### src/rtl/core/mtvm_pkg.sv
// Shared types and constants for the transposed matrix-vector accumulator.
package mtvm_pkg;

    localparam int ELEM_W = 16;
    localparam int PROD_W = 2 * ELEM_W;
    localparam int ACC_W  = 40;
    localparam int COL_W  = 6;
    localparam int SIZE_W = 7;

    typedef struct packed {
        logic signed [ELEM_W-1:0] matrix_element;
        logic signed [ELEM_W-1:0] vector_element;
    } mtvm_in_t;

    typedef struct packed {
        logic signed [ACC_W-1:0] column_sum;
        logic [COL_W-1:0]        column_index;
        logic                    last_element;
    } mtvm_out_t;

    // One product travelling down the chain towards its column's cell
    typedef struct packed {
        logic signed [PROD_W-1:0] product;
        logic [COL_W-1:0]         col;
        logic                     first;
        logic                     emit;
        logic                     last;
        logic signed [ACC_W-1:0]  sum;
    } mtvm_token_t;

endpackage

### src/rtl/core/mtvm_cell.sv
// One chain cell: holds the accumulator of a single column and passes requests on.
module mtvm_cell
    import mtvm_pkg::*;
#(
    parameter int IDX = 0
)
(
    input  logic         clk,
    input  logic         rst_n,
    input  logic         adv,
    input  logic         valid_in,
    input  mtvm_token_t  tok_in,
    output logic         valid_out,
    output mtvm_token_t  tok_out
);

    localparam logic [COL_W-1:0] MY_COL = COL_W'(IDX);

    logic signed [ACC_W-1:0] acc_reg, acc_next;
    logic signed [ACC_W-1:0] prod_ext;
    logic                    valid_reg;
    mtvm_token_t             tok_reg, tok_next;
    logic                    hit;

    always_comb
    begin
        hit      = valid_in && (tok_in.col == MY_COL);
        prod_ext = ACC_W'(tok_in.product);
        // row 0 overwrites, later rows add
        acc_next = tok_in.first ? prod_ext : acc_reg + prod_ext;
        tok_next = tok_in;
        if (hit)
        begin
            tok_next.sum = acc_next;
        end
    end

    always_ff @(posedge clk or negedge rst_n)
    begin
        if (!rst_n)
        begin
            valid_reg <= 1'b0;
        end
        else if (adv)
        begin
            valid_reg <= valid_in;
        end
    end

    always_ff @(posedge clk)
    begin
        if (adv)
        begin
            tok_reg <= tok_next;
            if (hit)
            begin
                acc_reg <= acc_next;
            end
        end
    end

    assign valid_out = valid_reg;
    assign tok_out   = tok_reg;

endmodule

### config.mk
export PLATFORM = sky130hd
export DESIGN_NAME = mtvm_cell
export DESIGN_NICKNAME = d
export VERILOG_FILES = /design/src/rtl/core/mtvm_pkg.sv /design/src/rtl/core/mtvm_cell.sv
export SDC_FILE = /design/constraint.sdc
export NUM_CORES = 1
export LEC_CHECK = 0
export BUFFER_PORTS_ARGS = -buffer_cell sky130_fd_sc_hd__clkbuf_2
export CAP_MARGIN = 20
export CORE_MARGIN = 8
export CORE_UTILIZATION = 40
export DETAILED_ROUTE_END_ITERATION = 12
export MAX_ROUTING_LAYER = met4
export PLACE_DENSITY_LB_ADDON = 0.15
export REMOVE_ABC_BUFFERS = 1
export SLEW_MARGIN = 10
export SYNTH_ARGS = -nofsm -noshare
export SYNTH_HDL_FRONTEND = slang
export SYNTH_SLANG_ARGS = --single-unit
### constraint.sdc
create_clock -name clk -period 6 [get_ports clk]
set_clock_uncertainty 0.15 [all_clocks]
set_input_delay 1.2 -clock clk [delete_from_list [all_inputs] [get_ports clk]]
set_output_delay 1.2 -clock clk [all_outputs]
set_load 0.05 [all_outputs]
## After elaboration in Yosys (flattened, before gate mapping)

Cells that the tools add are included.

| word-level totals | value |
|---|---|
| register bits after elaboration | 122 |
| output and inout bits | 82 |
| logic and storage cells | 14 |

| cells by class | value |
|---|---|
| add/sub/neg operators | 1 |
| mux-type cells | 2 |
| reductions and logical operators | 3 |

Operator list:

| cell | number |
|---|---|
| $mux W40 | 2 |
| $add A40 B32 Y40 | 1 |
| $logic_not A6 Y1 | 1 |
| $reduce_and A2 Y1 | 1 |
| $logic_and A1 B1 Y1 | 1 |

## Logic depth before layout (Yosys ltp)

| depth | value |
|---|---|
| word-level depth | 3 |
| mapped depth | 12 |
| depth with buffers taken out | 12 |

## Worst setup path after synthesis

OpenSTA, ideal clock, no wires.

| timing | value |
|---|---|
| path type | input to register |
| start point | in tok_in[49] (netlist name) |
| end point | reg tok_reg, in the netlist tok_out[38], data pin |
| arrival time | 3.441 ns |
| required time | 5.582 ns |
| setup slack | 2.140 ns |
| cell stages on the path | 12 |
| buffers on the path | 0 |
| cells stage by stage | ha_1 > inv_1 > fa_1 > nor2b_1 > o2111ai_1 > a21oi_1 > o211ai_1 > a21oi_1 > o32ai_2 > o31ai_1 > mux2i_1 > a31oi_1 |

RTL lines:

| element | line | RTL |
|---|---|---|
| start: declaration | mtvm_cell.sv:12 | `input mtvm_token_t tok_in,` |
| end signal: assignment | mtvm_cell.sv:54 | `tok_reg <= tok_next;` |
| end: declaration | mtvm_cell.sv:22 | `mtvm_token_t tok_reg, tok_next;` |

==> impl_metrics.csv <==
group,metric,value,unit
routing,antenna_left,0,
power,peakVddDrop,0.185,mV
die,initial_core_util,40.9,%
global_routing,grt_pass1_vias,5481,
yosys,synth_area,6790,sq um
routing,post-route-drc-count,0,
clocking,cts-root-buf,"clkbuf_16",
layout,stdcell_area,8370,sq um
power,p_comb_share,18.6,%
setup_path,critPathSlowestCell,"fa_1",
routing,routed_wl,18100,um
yosys,synth_area_leader_cell,"edfxtp_1",
yosys,synth_area_per_cell,11.0,sq um
setup_path,required,5.97,ns
clocking,hold_buffers,0,
yosys,ys.flop_type,"edfxtp_1",
power,netSwitchingFraction,28.9,%
routing,drt-initial-drc-count,340,
power,seqPwrFrac,42.7,%
setup_path,worstSetupPathType,"input pin to register",
timing,tightestPinTransition,1.07,ns
setup_path,cpPeakStageDelay,0.40,ns
power,pwr-share-clk,38.7,%
setup_path,crit_top_cell,"a21oi_1",
die,die_w,146,um
die,core,16600,sq um
layout,areaGrowthSynthToFinish,23.3,%
yosys,synth-edff-count,121,
yosys,yosysUniqueCellTypes,51,
clocking,worst_skew_pair.late_latency,0.42,ns
clocking,cts_num_sinks,122,
timing,max_slew_margin,29.0,%
global_routing,grtUsageTotal,17.3,%
layout,largest_reg_flops,81,
yosys,ys_seq_elements,122,
routing,num_vias,5317,
power,power.leakage,3.49,nW
power,cellPowerDensity,281,nW/um^2
clocking,h-tree-depth,4,
placed_design,gp_congestion,0.839,
timing,slew_violations,0,
setup_path,critPathBufInv,2,
timing,setup_viol,0,
placed_design,dp_hpwl,13500,um
clocking,cts_buffers,17,
global_routing,grt-ovfl-total,0,
yosys,ys_seq_area_share,53.9,%
placed_design,dp_cells,980,
yosys,async_flop_share,0.820,%
layout,layout-drive-gt1-share,28.7,%
routing,first_pass_iters,5,
worst_hold_path,hold_class,"register to register",
timing,period_needed,4.07,ns
setup_path,path_delay_family,"compound AO/OA/AOI/OAI gates",
clocking,clk_pin_slew,0.05,ns
die,die-height,146,um
timing,grt_setup_unrepaired,"no",
layout,fin_util,50.5,%
timing,hold_viol,0,
yosys,syn_inst,617,
layout,fill_cells,1550,
setup_path,worst-path-max-fanout,4,
status,status,"finished clean",
die,ios,167,
layout,layout.cells.non_filler,1013,
global_routing,grt_max_degree,61,
yosys,yosys_warnings,0,
yosys,yosys.area.top_type_share,53.5,%
global_routing,antenna_found_initial,1,
setup_path,start_kind,"input pin",
timing,fin_setup_tns,0,ns
timing,period_share,67.9,%
die,rows,47,
die,dieArea,21400,sq um
setup_path,crit_path_end_kind,"register",
clocking,clk_path_buf_depth,2,
placed_design,placed_area,7820,sq um
clocking,cts_setup_buffers,0,
routing,viasPerCell,5.25,
power,switchingPower,681,uW
power,p_int,1.67,mW
run,cap_violations,0,
yosys,synth_area_leaders,"edfxtp_1 (54%), ha_1 (7.2%), nand2_1 (6.3%)",
clocking,post_cts_resized,0,
timing,max_freq,245,MHz
clocking,cts_tree,"done",
setup_path,crit_arrival,4.05,ns
routing,wire_per_inst,17.9,um
layout,fin_nets,905,
setup_path,path_cells,"clkbuf_2 > ha_1 > inv_1 > fa_1 > nor2b_1 > o2111ai_1 > a21oi_1 > o211ai_1 > a21oi_1 > o32ai_2 > o31ai_1 > mux2i_1 > a31oi_1",
global_routing,grt_first_pass_wirelength,29100,um
placed_design,port_buffers,166,
==> Yosys cell counts (6+ instances only) <==
| master | count |
|---|---|
| clkbuf_1 | 22 |
| nand3_1 | 9 |
| xor2_1 | 11 |
| xnor2_1 | 21 |
| inv_1 | 11 |
| a21oi_1 | 42 |
| mux2_2 | 21 |
| ha_1 | 39 |
| o211ai_1 | 8 |
| o21ai_0 | 48 |
| nand4_1 | 9 |
| edfxtp_1 | 121 |
| nor2b_1 | 8 |
| nand2_1 | 114 |
| nor2_1 | 28 |
| a21o_1 | 21 |
| a31oi_1 | 6 |
| mux2i_1 | 6 |
| o21bai_1 | 8 |
==> power by group through the flow <==
stage	sequential (mW)	clock (mW)	combinational, mW
floorplan	1.19	0	0.140
global placement	1.02	0	0.438
detailed placement	1.02	0	0.440
CTS	1.01	0.932	0.442
global route	1.01	0.963	0.471
finish	1.01	0.911	0.437
==> placed cells by master, fill, tap and decap left out, types with 4 or more instances in the layout <==
master,n
a21o_1,21
a21oi_1,42
a31oi_1,6
buf_4,4
clkbuf_16,17
clkbuf_2,165
clkinv_1,4
clkinv_2,4
edfxtp_1,121
ha_1,39
inv_1,11
mux2_2,21
mux2i_1,6
nand2_1,114
nand3_1,9
nand4_1,9
nor2_1,28
nor2b_1,8
nor3_1,5
o2111ai_1,4
o211ai_1,8
o21ai_0,48
o21ai_1,5
o21bai_1,8
o31ai_1,4
or2_2,5
xnor2_1,21
xor2_1,11
==> kinds of logic after synthesis <==
family / share of synthesized area (%)
flops: 53.9
simple gates: 12.1
buf+inv: 2.10
xor+xnor: 4.13
mux: 4.37
fa+ha+maj: 7.48
compound gates: 15.9
==> per-layer routing <==
layer | global-route usage, % | up-vias | part of all wire, %
li1 | - | 2633 | -
met1 | 21.6 | 2494 | 47
met2 | 26.7 | 170 | 46
met3 | 5.07 | 20 | 6.0
met4 | 5.51 | 0 | 1.4
met5 | - | - | 0
==> worst reg2reg max path: stages (launching register included) <==
cell and delay (ns):
edfxtp_1 0.33, ha_1 0.21, inv_1 0.07, fa_1 0.40, nor2b_1 0.17, o2111ai_1 0.15, a21oi_1 0.33, o211ai_1 0.18
a21oi_1 0.36, o32ai_2 0.20, o31ai_1 0.29, mux2i_1 0.27, a31oi_1 0.11
==> layout make-up <==
| cell class | count | area, sq um | share of cell area (%) |
|---|---|---|---|
| antenna | 1 | 2.50 | 0.0299 |
| inverter | 11 | 41.3 | 0.493 |
| tap | 220 | 275 | 3.29 |
| clock buffer | 20 | 437 | 5.22 |
| sequential | 122 | 3660 | 43.7 |
| multi-input combinational | 458 | 2990 | 35.7 |
| timing repair buffer | 170 | 883 | 10.6 |
| clock inverter | 11 | 81.3 | 0.972 |
==> stage by stage <==
| step | setup slack [ns] | hold slack (ns) | total power [mW] |
|---|---|---|---|
| 2_1_floorplan | 2.11 | 0.500 | 1.32 |
| 3_3_place_gp | 1.56 | 0.350 | 1.46 |
| 3_5_place_dp | 1.47 | 0.364 | 1.46 |
| 4_1_cts | 1.91 | 0.376 | 2.38 |
| 5_1_grt | 1.65 | 0.386 | 2.45 |
| 6_report | 1.93 | 0.371 | 2.35 |
==> worst paths after layout <==
kind | from | endpoint | depth (start not counted) | slack, ns
hold / removal | valid_out | valid_out | 1 | 0.37
min in group asynchronous | rst_n | valid_out | 1 | 0.40
hold reg to reg | valid_out | valid_out | 1 | 0.37
setup / recovery | tok_in[49] | tok_out[38] | 13 | 1.93
max in group asynchronous | rst_n | valid_out | 1 | 5.21
setup reg to reg | acc_reg[0] | tok_out[38] | 12 | 2.49
Power figures use the tool's default switching activity.
