===== src/rtl/core/mtvm_pkg.sv =====
// Shared types and constants for the transposed matrix-vector accumulator.
package mtvm_pkg;

    localparam int ELEM_W = 16;
    localparam int PROD_W = 2 * ELEM_W;
    localparam int ACC_W  = 40;
    localparam int COL_W  = 6;
    localparam int SIZE_W = 7;

    typedef struct packed {
        logic signed [ELEM_W-1:0] matrix_element;
        logic signed [ELEM_W-1:0] vector_element;
    } mtvm_in_t;

    typedef struct packed {
        logic signed [ACC_W-1:0] column_sum;
        logic [COL_W-1:0]        column_index;
        logic                    last_element;
    } mtvm_out_t;

    // One product travelling down the chain towards its column's cell
    typedef struct packed {
        logic signed [PROD_W-1:0] product;
        logic [COL_W-1:0]         col;
        logic                     first;
        logic                     emit;
        logic                     last;
        logic signed [ACC_W-1:0]  sum;
    } mtvm_token_t;

endpackage


===== src/rtl/core/mtvm_feed.sv =====
// Entry stage: row/column counters, held vector value and the multiplier.
module mtvm_feed
    import mtvm_pkg::*;
#(
    parameter int MAX_SIZE = 64
)
(
    input  logic                clk,
    input  logic                rst_n,
    input  logic                adv,
    input  logic                accept,
    input  mtvm_in_t            req,
    input  logic [SIZE_W-1:0]   size,
    output logic                tok_valid,
    output mtvm_token_t         tok
);

    localparam logic [SIZE_W-1:0] MAX_N = SIZE_W'(MAX_SIZE);

    logic [COL_W-1:0]         row_reg, row_next;
    logic [COL_W-1:0]         col_reg, col_next;
    logic signed [ELEM_W-1:0] held_reg, held_next;
    logic                     tok_valid_reg;
    mtvm_token_t              tok_reg;

    logic [SIZE_W-1:0]        size_eff;
    logic [SIZE_W-1:0]        n_m1;
    logic                     last_row;
    logic                     last_col;
    logic signed [PROD_W-1:0] product;

    always_comb
    begin
        if (size == '0)
        begin
            size_eff = SIZE_W'(1);
        end
        else if (size > MAX_N)
        begin
            size_eff = MAX_N;
        end
        else
        begin
            size_eff = size;
        end
        n_m1     = size_eff - SIZE_W'(1);
        last_row = {1'b0, row_reg} >= n_m1;
        last_col = {1'b0, col_reg} >= n_m1;

        // latch the vector element on column 0 only
        held_next = (col_reg == '0) ? req.vector_element : held_reg;
        product   = held_next * req.matrix_element;

        if (last_col)
        begin
            col_next = '0;
            row_next = last_row ? '0 : row_reg + COL_W'(1);
        end
        else
        begin
            col_next = col_reg + COL_W'(1);
            row_next = row_reg;
        end
    end

    always_ff @(posedge clk or negedge rst_n)
    begin
        if (!rst_n)
        begin
            row_reg       <= '0;
            col_reg       <= '0;
            held_reg      <= '0;
            tok_valid_reg <= 1'b0;
        end
        else
        begin
            if (accept)
            begin
                row_reg  <= row_next;
                col_reg  <= col_next;
                held_reg <= held_next;
            end
            if (adv)
            begin
                tok_valid_reg <= accept;
            end
        end
    end

    always_ff @(posedge clk)
    begin
        if (accept)
        begin
            tok_reg.product <= product;
            tok_reg.col     <= col_reg;
            tok_reg.first   <= (row_reg == '0);
            tok_reg.emit    <= last_row;
            tok_reg.last    <= last_col;
            tok_reg.sum     <= '0;
        end
    end

    assign tok_valid = tok_valid_reg;
    assign tok       = tok_reg;

endmodule


===== config.mk =====
export PLATFORM = sky130hd
export DESIGN_NAME = mtvm_feed
export DESIGN_NICKNAME = d
export VERILOG_FILES = /design/src/rtl/core/mtvm_pkg.sv /design/src/rtl/core/mtvm_feed.sv
export SDC_FILE = /design/constraint.sdc
export NUM_CORES = 1
export LEC_CHECK = 0
export BUFFER_PORTS_ARGS = -buffer_cell sky130_fd_sc_hd__buf_2
export CAP_MARGIN = 30
export CORE_MARGIN = 4
export CORE_UTILIZATION = 60
export CTS_BUF_LIST = sky130_fd_sc_hd__clkbuf_4
export DETAILED_ROUTE_END_ITERATION = 10
export GPL_TIMING_DRIVEN = 0
export HOLD_SLACK_MARGIN = 0.05
export PLACE_DENSITY_LB_ADDON = 0.3
export SKIP_LAST_GASP = 1
export SYNTH_ARGS = -nofsm -noshare
export SYNTH_HDL_FRONTEND = slang
export SYNTH_SLANG_ARGS = --single-unit

===== constraint.sdc =====
create_clock -name clk -period 15.05 [get_ports clk]
set_clock_uncertainty 0.1 [all_clocks]
set_input_delay 1.505 -clock clk [delete_from_list [all_inputs] [get_ports clk]]
set_output_delay 1.505 -clock clk [all_outputs]
set_load 0.02 [all_outputs]

### Word-level counts from Yosys, hierarchy flattened

Cells that the tools add are included.

| word-level totals | value |
|---|---|
| flip-flop bits (word level) | 70 |
| logic and storage cells | 25 |

| operators by class | value |
|---|---|
| add/subtract/negate cells | 3 |
| multipliers | 1 |
| $lt $le $gt $ge | 3 |
| muxes and demuxes | 5 |
| reduce and logical (&&, ||, !) cells | 4 |

Operators by type and width:

| kind | number |
|---|---|
| $mul A16 B16 Y32 | 1 |
| $mux W16 | 1 |
| $ge A6 B7 Y1 | 2 |
| $mux W7 | 2 |
| $add A6 B1 Y6 const B | 2 |
| $logic_not A6 Y1 | 2 |
| $mux W6 | 2 |
| $gt A7 B7 Y1 const B | 1 |
| $logic_not A7 Y1 | 1 |
| $sub A7 B1 Y7 const B | 1 |
| $reduce_and A2 Y1 | 1 |

### Logic depth before layout (Yosys ltp)

Gate-level depths: netlist (run 1).

| logic depth | value |
|---|---|
| word-level depth | 6 |
| depth in mapped cells | 28 |

### Least setup slack after synthesis (run 1)

OpenSTA, ideal clock, no wires.

| timing | value |
|---|---|
| path type | input to register |
| start | input port req[15] in the netlist's numbering |
| end | register tok_reg (netlist bit tok[80]), data pin |
| data arrival time | 7.082 ns |
| path slack | 7.609 ns |
| stages | 21 |
| buffers on the path | 1 |
| cell sequence | mux2_2 -> buf_2 -> nand2_1 -> inv_1 -> fa_1 -> fa_1 -> fa_1 -> fa_1 -> fa_1 -> inv_1 -> fa_1 -> inv_1 -> ha_1 -> a21o_1 -> a21oi_1 -> nor2_1 -> o41ai_1 -> a311oi_2 -> a211o_1 -> a21oi_2 -> xnor2_1 |

| on the way | value |
|---|---|
| cells in the longest elaborated chain, start to end | 2 |

RTL lines:

| element | RTL line | RTL |
|---|---|---|
| start, declared | mtvm_feed.sv:12 | `input mtvm_in_t req,` |
| $mux W16 | mtvm_feed.sv:51 | `held_next = (col_reg == '0) ? req.vector_element : held_reg;` |
| $mul A16 B16 Y32 | mtvm_feed.sv:52 | `product = held_next * req.matrix_element;` |
| via product[31] | mtvm_feed.sv:30 | `logic signed [PROD_W-1:0] product;` |
| end, declared | mtvm_feed.sv:24 | `mtvm_token_t tok_reg;` |

The timed path passes the listed nets, and every way through them passes these cells.
A chain may end at the register's enable or synchronous reset.

### Final worst setup path (run 1)

| timing | value |
|---|---|
| start | register col_reg[0] |
| end | register tok_reg (netlist bit tok[78]), data pin |

| on the way | value |
|---|---|
| cells in the longest elaborated chain, start to end | 3 |

RTL lines:

| element | RTL line | RTL |
|---|---|---|
| start, declared | mtvm_feed.sv:21 | `logic [COL_W-1:0] col_reg, col_next;` |
| start signal, assigned | mtvm_feed.sv:80 | `col_reg <= col_next;` |
| $logic_not A6 Y1 | mtvm_feed.sv:51 |  |
| $mux W16 | mtvm_feed.sv:51 |  |
| $mul A16 B16 Y32 | mtvm_feed.sv:52 |  |
| via product[29] | mtvm_feed.sv:30 |  |

The timed path passes the listed nets, and every way through them passes these cells.

==> reports/qor.yml, run 1 <==
outcome: "completed"
grt_pass1_wl_um: 49200
clkLatencyLatePin_ps: 510
routed_wirelength_um: 29200
hold_violations: 0
fin_crit_ps: 8500
critical_path_buf_inv_count: 7
yosysSeqAreaShare_pct: 14.8
holdPathStages: 1
nNetsFinal: 1881
wl_per_cell_um: 16.6
critPathMaxStageDelay_ps: 740
syn_to_final_growth_pct: 8.06
cts_made_buffers: 9
cts_buffer_depth: 2
hp-class: "flip-flop to flip-flop"
die_h_um: 157
yosysWarnings: 0
vias: 9310
grt_max_degree: 32
max-cap-violations: 0
r2r_cells: 26
hpwl_um: 25100
coreArea_sq_mm: 0.0218
cts_tree: "built"
io_buffers: 84
dr.pass1.iters: 4
drv_slew: 0
drc: 0
postCtsHoldBufs: 0
timing.fmax_mhz: 118
viasPerCell: 5.28
antenna_found_initial: 1
grt_overflow: 0
async_flop_share_pct: 41.4
crit_cells: 26
drt_iter0_drc: 485
cts_resized: 0
netlist_area_sq_mm: 0.0133
post_synth_num_cell_types: 56
grt_usage_pct: 25.5
final.setup.tns_ps: 0
crit_family: "adder cells"
crit_fanout: 10
slowest_stage: "fa_1"
grt_pass1_vias: 9940
cts-root-buf: "clkbuf_4"
synth-edff-count: 41
dieArea_sq_mm: 0.0245
crit_type: "flip-flop to flip-flop"
syn_avg_cell_area_sq_um: 9.88
post_cts_buffers: 0
setup.worst_path.start_class: "flip-flop"
ios: 125
rsz0062_at_grt: "false"
setup_viol: 0
path_clk_slew_ps: 150
ant_nets: 0
synth_flop_cell: "edfxtp_1"
die_x_um: 157
initial_core_util_pct: 60.9
worstPathRequired_ps: 15220
slew_headroom_pct: 45.7
cpMostUsedCell: "fa_1"
largest_register_ffs: 41
finalCritPeriodShare_pct: 56.5
syn_inst: 1342
rows: 54
cts.sinks: 70
synth-seq-cells: 70
drive_above_1_share_pct: 12.8
globalplace.congestion: 0.965
worst_pin_slew_ps: 792
htreeDepth: 3
crit_path_end_kind: "flip-flop"
cp.arrival_ps: 8670
## area by class of cell
class,count,area [sq um]
clock inverters,7,61.3
diodes,1,2.50
clock buffers,9,67.6
multi-input cells,926,9840
flip-flops and latches,70,1960
fillers,1765,7430
repair buffers,85,440
inverters,308,1160
plain buffers,77,452
well taps,280,350
## cells in the mapped netlist, types with 2 or more instances
cell type | n | area [sq um]
or3_1 | 2 | 12.5
o211ai_1 | 4 | 30.0
edfxtp_1 | 41 | 1230
nor3_1 | 7 | 35.0
xor2_1 | 12 | 105
nor2b_1 | 15 | 93.8
nand4_1 | 4 | 25.0
and2_1 | 119 | 744
clkbuf_1 | 27 | 101
o21a_1 | 2 | 15.0
o41ai_1 | 2 | 17.5
xnor2_1 | 28 | 245
a211o_1 | 5 | 43.8
dfrtp_1 | 29 | 726
nand3_1 | 11 | 55.1
a211oi_1 | 4 | 30.0
a32o_1 | 3 | 30.0
a21oi_2 | 5 | 43.8
mux2_2 | 28 | 315
nor2_1 | 42 | 158
inv_1 | 308 | 1160
buf_2 | 7 | 35.0
a21oi_1 | 22 | 110
buf_1 | 2 | 7.51
nand2b_1 | 7 | 43.8
o21ai_0 | 16 | 80.1
o221ai_1 | 2 | 17.5
o22ai_1 | 2 | 12.5
buf_4 | 41 | 308
nand2_1 | 130 | 488
ha_1 | 99 | 1240
mux2i_1 | 6 | 60.1
and3_1 | 5 | 31.3
a21o_1 | 20 | 150
o21bai_1 | 3 | 22.5
fa_1 | 262 | 5250
## layout by cell type, fill, tap and decap left out, drive strengths merged, types with 12 or more instances in the layout
cell / n
inv: 312
fa: 262
buf: 135
nand2: 130
and2: 119
ha: 99
nor2: 42
edfxtp: 41
conb: 40
clkbuf: 36
dfrtp: 29
mux2: 28
xnor2: 28
a21oi: 27
a21o: 20
o21ai: 17
nor2b: 15
xor2: 12
## through the flow
stage | area (sq um) | setup WS [ps] | cells | utilization (%) | hold slack (ps)
finish | 14300 | 6550 | 1763 | 65.8 | 420
global route | 14300 | 6110 | 1763 | 65.8 | 433
CTS | 14300 | 6510 | 1762 | 65.8 | 421
detailed placement | 14200 | 6530 | 1746 | 65.2 | 391
global placement | 14200 | 6590 | 1745 | 65.1 | 384
floorplan | 13400 | 7610 | 1381 | - | 374
## logic make-up after synthesis
logic type | Yosys count | synth area share, %
buffers and inverters | 385 | 12.1
adders and majority gates | 361 | 48.9
and+or+nand+nor | 348 | 13.2
AOI/OAI and AO/OA | 103 | 5.51
DFF | 70 | 14.8
xor gates and xnor gates | 40 | 2.64
muxes | 34 | 2.83
other | 1 | 0.0283
## metal layers
metal  share of wire, %  wire length (um)  track usage, %
met5                  0                 0               0
met2                 50             14600            42.3
met1                 40             11800            34.4
met4                3.3               957            9.46
met3                6.2              1820            3.82
## final timing paths
path	from	endpoint	slack, ps
max reg2reg	col_reg[0]$_DFFE_PN0P_	tok[78]$_DFFE_PP_	6550
max in group asynchronous	rst_n	held_reg[1]$_DFFE_PN0P_	13520
min reg2reg	tok_valid$_DFFE_PN0P_	tok_valid$_DFFE_PN0P_	420
min	tok_valid$_DFFE_PN0P_	tok_valid$_DFFE_PN0P_	420
min in group asynchronous	rst_n	col_reg[1]$_DFFE_PN0P_	890
max	col_reg[0]$_DFFE_PN0P_	tok[78]$_DFFE_PP_	6550
## worst reg2reg max path: stages (launching register included)
cell and delay [ps]:
dfrtp_1 440, inv_1 150, ha_1 160, nand2b_1 80
nor4_4 570, buf_4 330, mux2_2 450, buf_2 230
nand2_1 150, inv_1 110, fa_1 650, fa_1 740
inv_1 190, fa_1 520, fa_1 590, fa_1 450
fa_1 500, inv_1 50, ha_1 250, clkbuf_1 300
nand3_1 150, nor3_1 200, a21oi_2 140, a311oi_2 400
a21o_1 170, a21oi_1 70, xnor2_1 140
Power of run 1 is not shown: default switching activity piles up to over one toggle a cycle in this logic, so the estimate is an artifact.
==> run 2, diff against run 1 <==
--- a/config.mk
+++ b/config.mk
@@ -8,7 +8,7 @@
 export BUFFER_PORTS_ARGS = -buffer_cell sky130_fd_sc_hd__buf_2
 export CAP_MARGIN = 30
 export CORE_MARGIN = 4
-export CORE_UTILIZATION = 60
+export CORE_UTILIZATION = 57
 export CTS_BUF_LIST = sky130_fd_sc_hd__clkbuf_4
 export DETAILED_ROUTE_END_ITERATION = 10
 export GPL_TIMING_DRIVEN = 0
==> constraint.sdc (replaced) <==
create_clock -name clk -period 6.9 [get_ports clk]
set_clock_uncertainty 0.1 [all_clocks]
set_input_delay 0.69 -clock clk [delete_from_list [all_inputs] [get_ports clk]]
set_output_delay 0.69 -clock clk [all_outputs]
set_load 0.02 [all_outputs]
==> run 2 against run 1 <==
  * The flow now finishes with violations (setup timing)
  * Global-route usage increased by 1.5 points
  * Fmax rose by 16%
  * Utilization increased by 2.3 points
  * Critical path depth up 2
  * Worst setup slack worse by 7000 ps
  * Worst hold slack worse by 210 ps
  * Sequential cell count stayed put
  * Routed wire length grew 15%
  * Final cell count up 4.9%
  * Largest cell class unchanged
==> reports/qor.yml, run 2 (same netlist as run 1, synthesis figures left out) <==
outcome: "finished, violations left"
violations: "setup timing"
grt_overflow: 0  # unchanged
largest_register_ffs: 41  # unchanged
worst_pin_slew_ps: 828  # +36.3 ps
setup.worst_path.start_class: "flip-flop"
critPathMaxStageDelay_ps: 570  # -170 ps
die_h_um: 160  # +2.5%
syn_to_final_growth_pct: 17.1
cts.sinks: 70  # unchanged
nFillCells: 1721  # -2.5%
grt_max_degree: 46  # +44%
vias: 9794  # +5.2%
placed_area_sq_mm: 0.0144  # +1.3%
rows: 55  # +1.9%
rsz0062_at_grt: "true"
worstPathRequired_ps: 7030  # -8190 ps
clkLatencyLatePin_ps: 460  # -50 ps
cts_buffer_depth: 2  # unchanged
dieArea_sq_mm: 0.0258  # +5.0%
crit_fanout: 8  # -2
grt_usage_pct: 27.0  # +1.5 points
die_x_um: 160  # +2.5%
cts-root-buf: "clkbuf_4"
cts_tree: "built"
ios: 125  # unchanged
viasPerCell: 5.29  # +0.25%
max-cap-violations: 0  # unchanged
ant_nets: 0  # unchanged
grt_pass1_wl_um: 54600  # +11%
path_clk_slew_ps: 140  # about the same
globalplace.congestion: 0.950  # -1.6%
fin_cells: 1850  # +4.9%
drc: 0  # unchanged
dp_cells: 1778  # +1.8%
initial_core_util_pct: 58.2  # -2.7 points
wl_per_cell_um: 18.2  # +10%
hold_violations: 0  # unchanged
cpMostUsedCell: "fa_1"
finalInstanceArea_sq_mm: 0.0155  # +8.4%
timing.fmax_mhz: 137  # +16%
fin_crit_ps: 7310  # -1190 ps
slowest_stage: "fa_2"
drt_iter0_drc: 669  # +38%
dr.pass1.iters: 6  # +2
drv_slew: 0  # unchanged
hp-class: "input pin to async pin"
coreArea_sq_mm: 0.0228  # +4.7%
routed_wirelength_um: 33700  # +15%
finalCritPeriodShare_pct: 106  # +49 points
antenna_found_initial: 1  # unchanged
cp.arrival_ps: 7440  # -1230 ps
layout_setup_ws_ps: -409  # -6960 ps
nNetsFinal: 1935  # +2.9%
cts_made_buffers: 9  # unchanged
mostFrequentLayoutCells: "292 x inv_1, 246 x fa_1, 127 x nand2_1"
io_buffers: 84  # unchanged
crit_type: "flip-flop to flip-flop"
crit_path_end_kind: "flip-flop"
slew_headroom_pct: 44.8  # -0.91 points
hpwl_um: 26200  # +4.5%
layout_commonest_cell: "inv_1"
grt_pass1_vias: 10900  # +9.5%
drive_above_1_share_pct: 22.5  # +9.6 points
htreeDepth: 3  # unchanged
reg2reg_setup_slack_ps: -410  # -6960 ps
seq_area_sq_mm: 0.00196  # unchanged
postCtsHoldBufs: 0  # unchanged
setup_viol: 14  # +14
multi_input_area_sq_mm: 0.0104  # +5.8%
-- run 2: cell types whose count changed in the layout (fill, tap and decap cells not counted), moves of 10 or more --
cell / before / now
fa_2: 0 / 16
inv_2: 0 / 14
ha_1: 99 / 81
fa_1: 262 / 246
buf_4: 41 / 88
mux2_2: 28 / 15
ha_4: 0 / 16
buf_6: 0 / 11
clkbuf_1: 27 / 17
mux2_4: 0 / 13
inv_1: 308 / 292
-- run 2: what timing repair did --
action	4_1_cts	5_1_grt
resized for setup	95	51
endpoints found under the hold margin	0	0
setup buffers	35	21
setup endpoints to repair	22	18
gates cloned	1	0
pin swaps	60	59
-- run 2: worst max-delay path, delay by kind of cell, from the launching register on --
| kind | cells | cell delay, ps |
|---|---|---|
| fa+ha+maj | 8 | 3460 |
| compound gates | 7 | 1440 |
| buf+inv | 8 | 750 |
| simple gates | 3 | 460 |
| flops | 1 | 420 |
| mux | 1 | 360 |
| xor+xnor | 1 | 80 |
-- run 2: final timing paths --
kind	start	end	depth (start not counted)
worst max-delay path	col_reg[0]$_DFFE_PN0P_	tok[80]$_DFFE_PP_	28
worst min-delay path	rst_n	col_reg[4]$_DFFE_PN0P_	1
worst max register to register	col_reg[0]$_DFFE_PN0P_	tok[80]$_DFFE_PP_	28
worst min register to register	held_reg[15]$_DFFE_PN0P_	held_reg[15]$_DFFE_PN0P_	1
max in group asynchronous	rst_n	row_reg[4]$_DFFE_PN0P_	1
min in group clk	adv	tok_valid$_DFFE_PN0P_	2
-- run 2: layout make-up --
cell class	count	area share, %
clock inverter	7	0.403
buffer	76	3.68
inverter	308	7.49
multi-input combinational	926	67.0
antenna	1	0.0161
timing repair buffer	140	5.83
sequential	70	12.6
clock buffer	9	0.435
tap	313	2.52
-- run 2: through the flow --
| step | utilization [%] | worst slack, ps | hold slack [ps] | setup TNS, ps |
|---|---|---|---|---|
| floorplan | - | -159 | 294 | -375 |
| global placement | 63.1 | -1340 | 385 | -16250 |
| detailed placement | 63.1 | -1500 | 392 | -18610 |
| CTS | 66.7 | -306 | 204 | -1440 |
| global route | 68.2 | -589 | 218 | -5320 |
| finish | 68.2 | -409 | 209 | -2980 |
-- run 2: per-layer routing --
layer | up-vias | global-route usage, % | routed length (um)
li1 | 4367 | - | -
met1 | 4920 | 32.9 | 12200
met2 | 406 | 45.6 | 17200
met3 | 101 | 7.11 | 2610
met4 | 0 | 11.5 | 1680
met5 | - | 0 | 0
Power of run 2 is left out for the same reason.
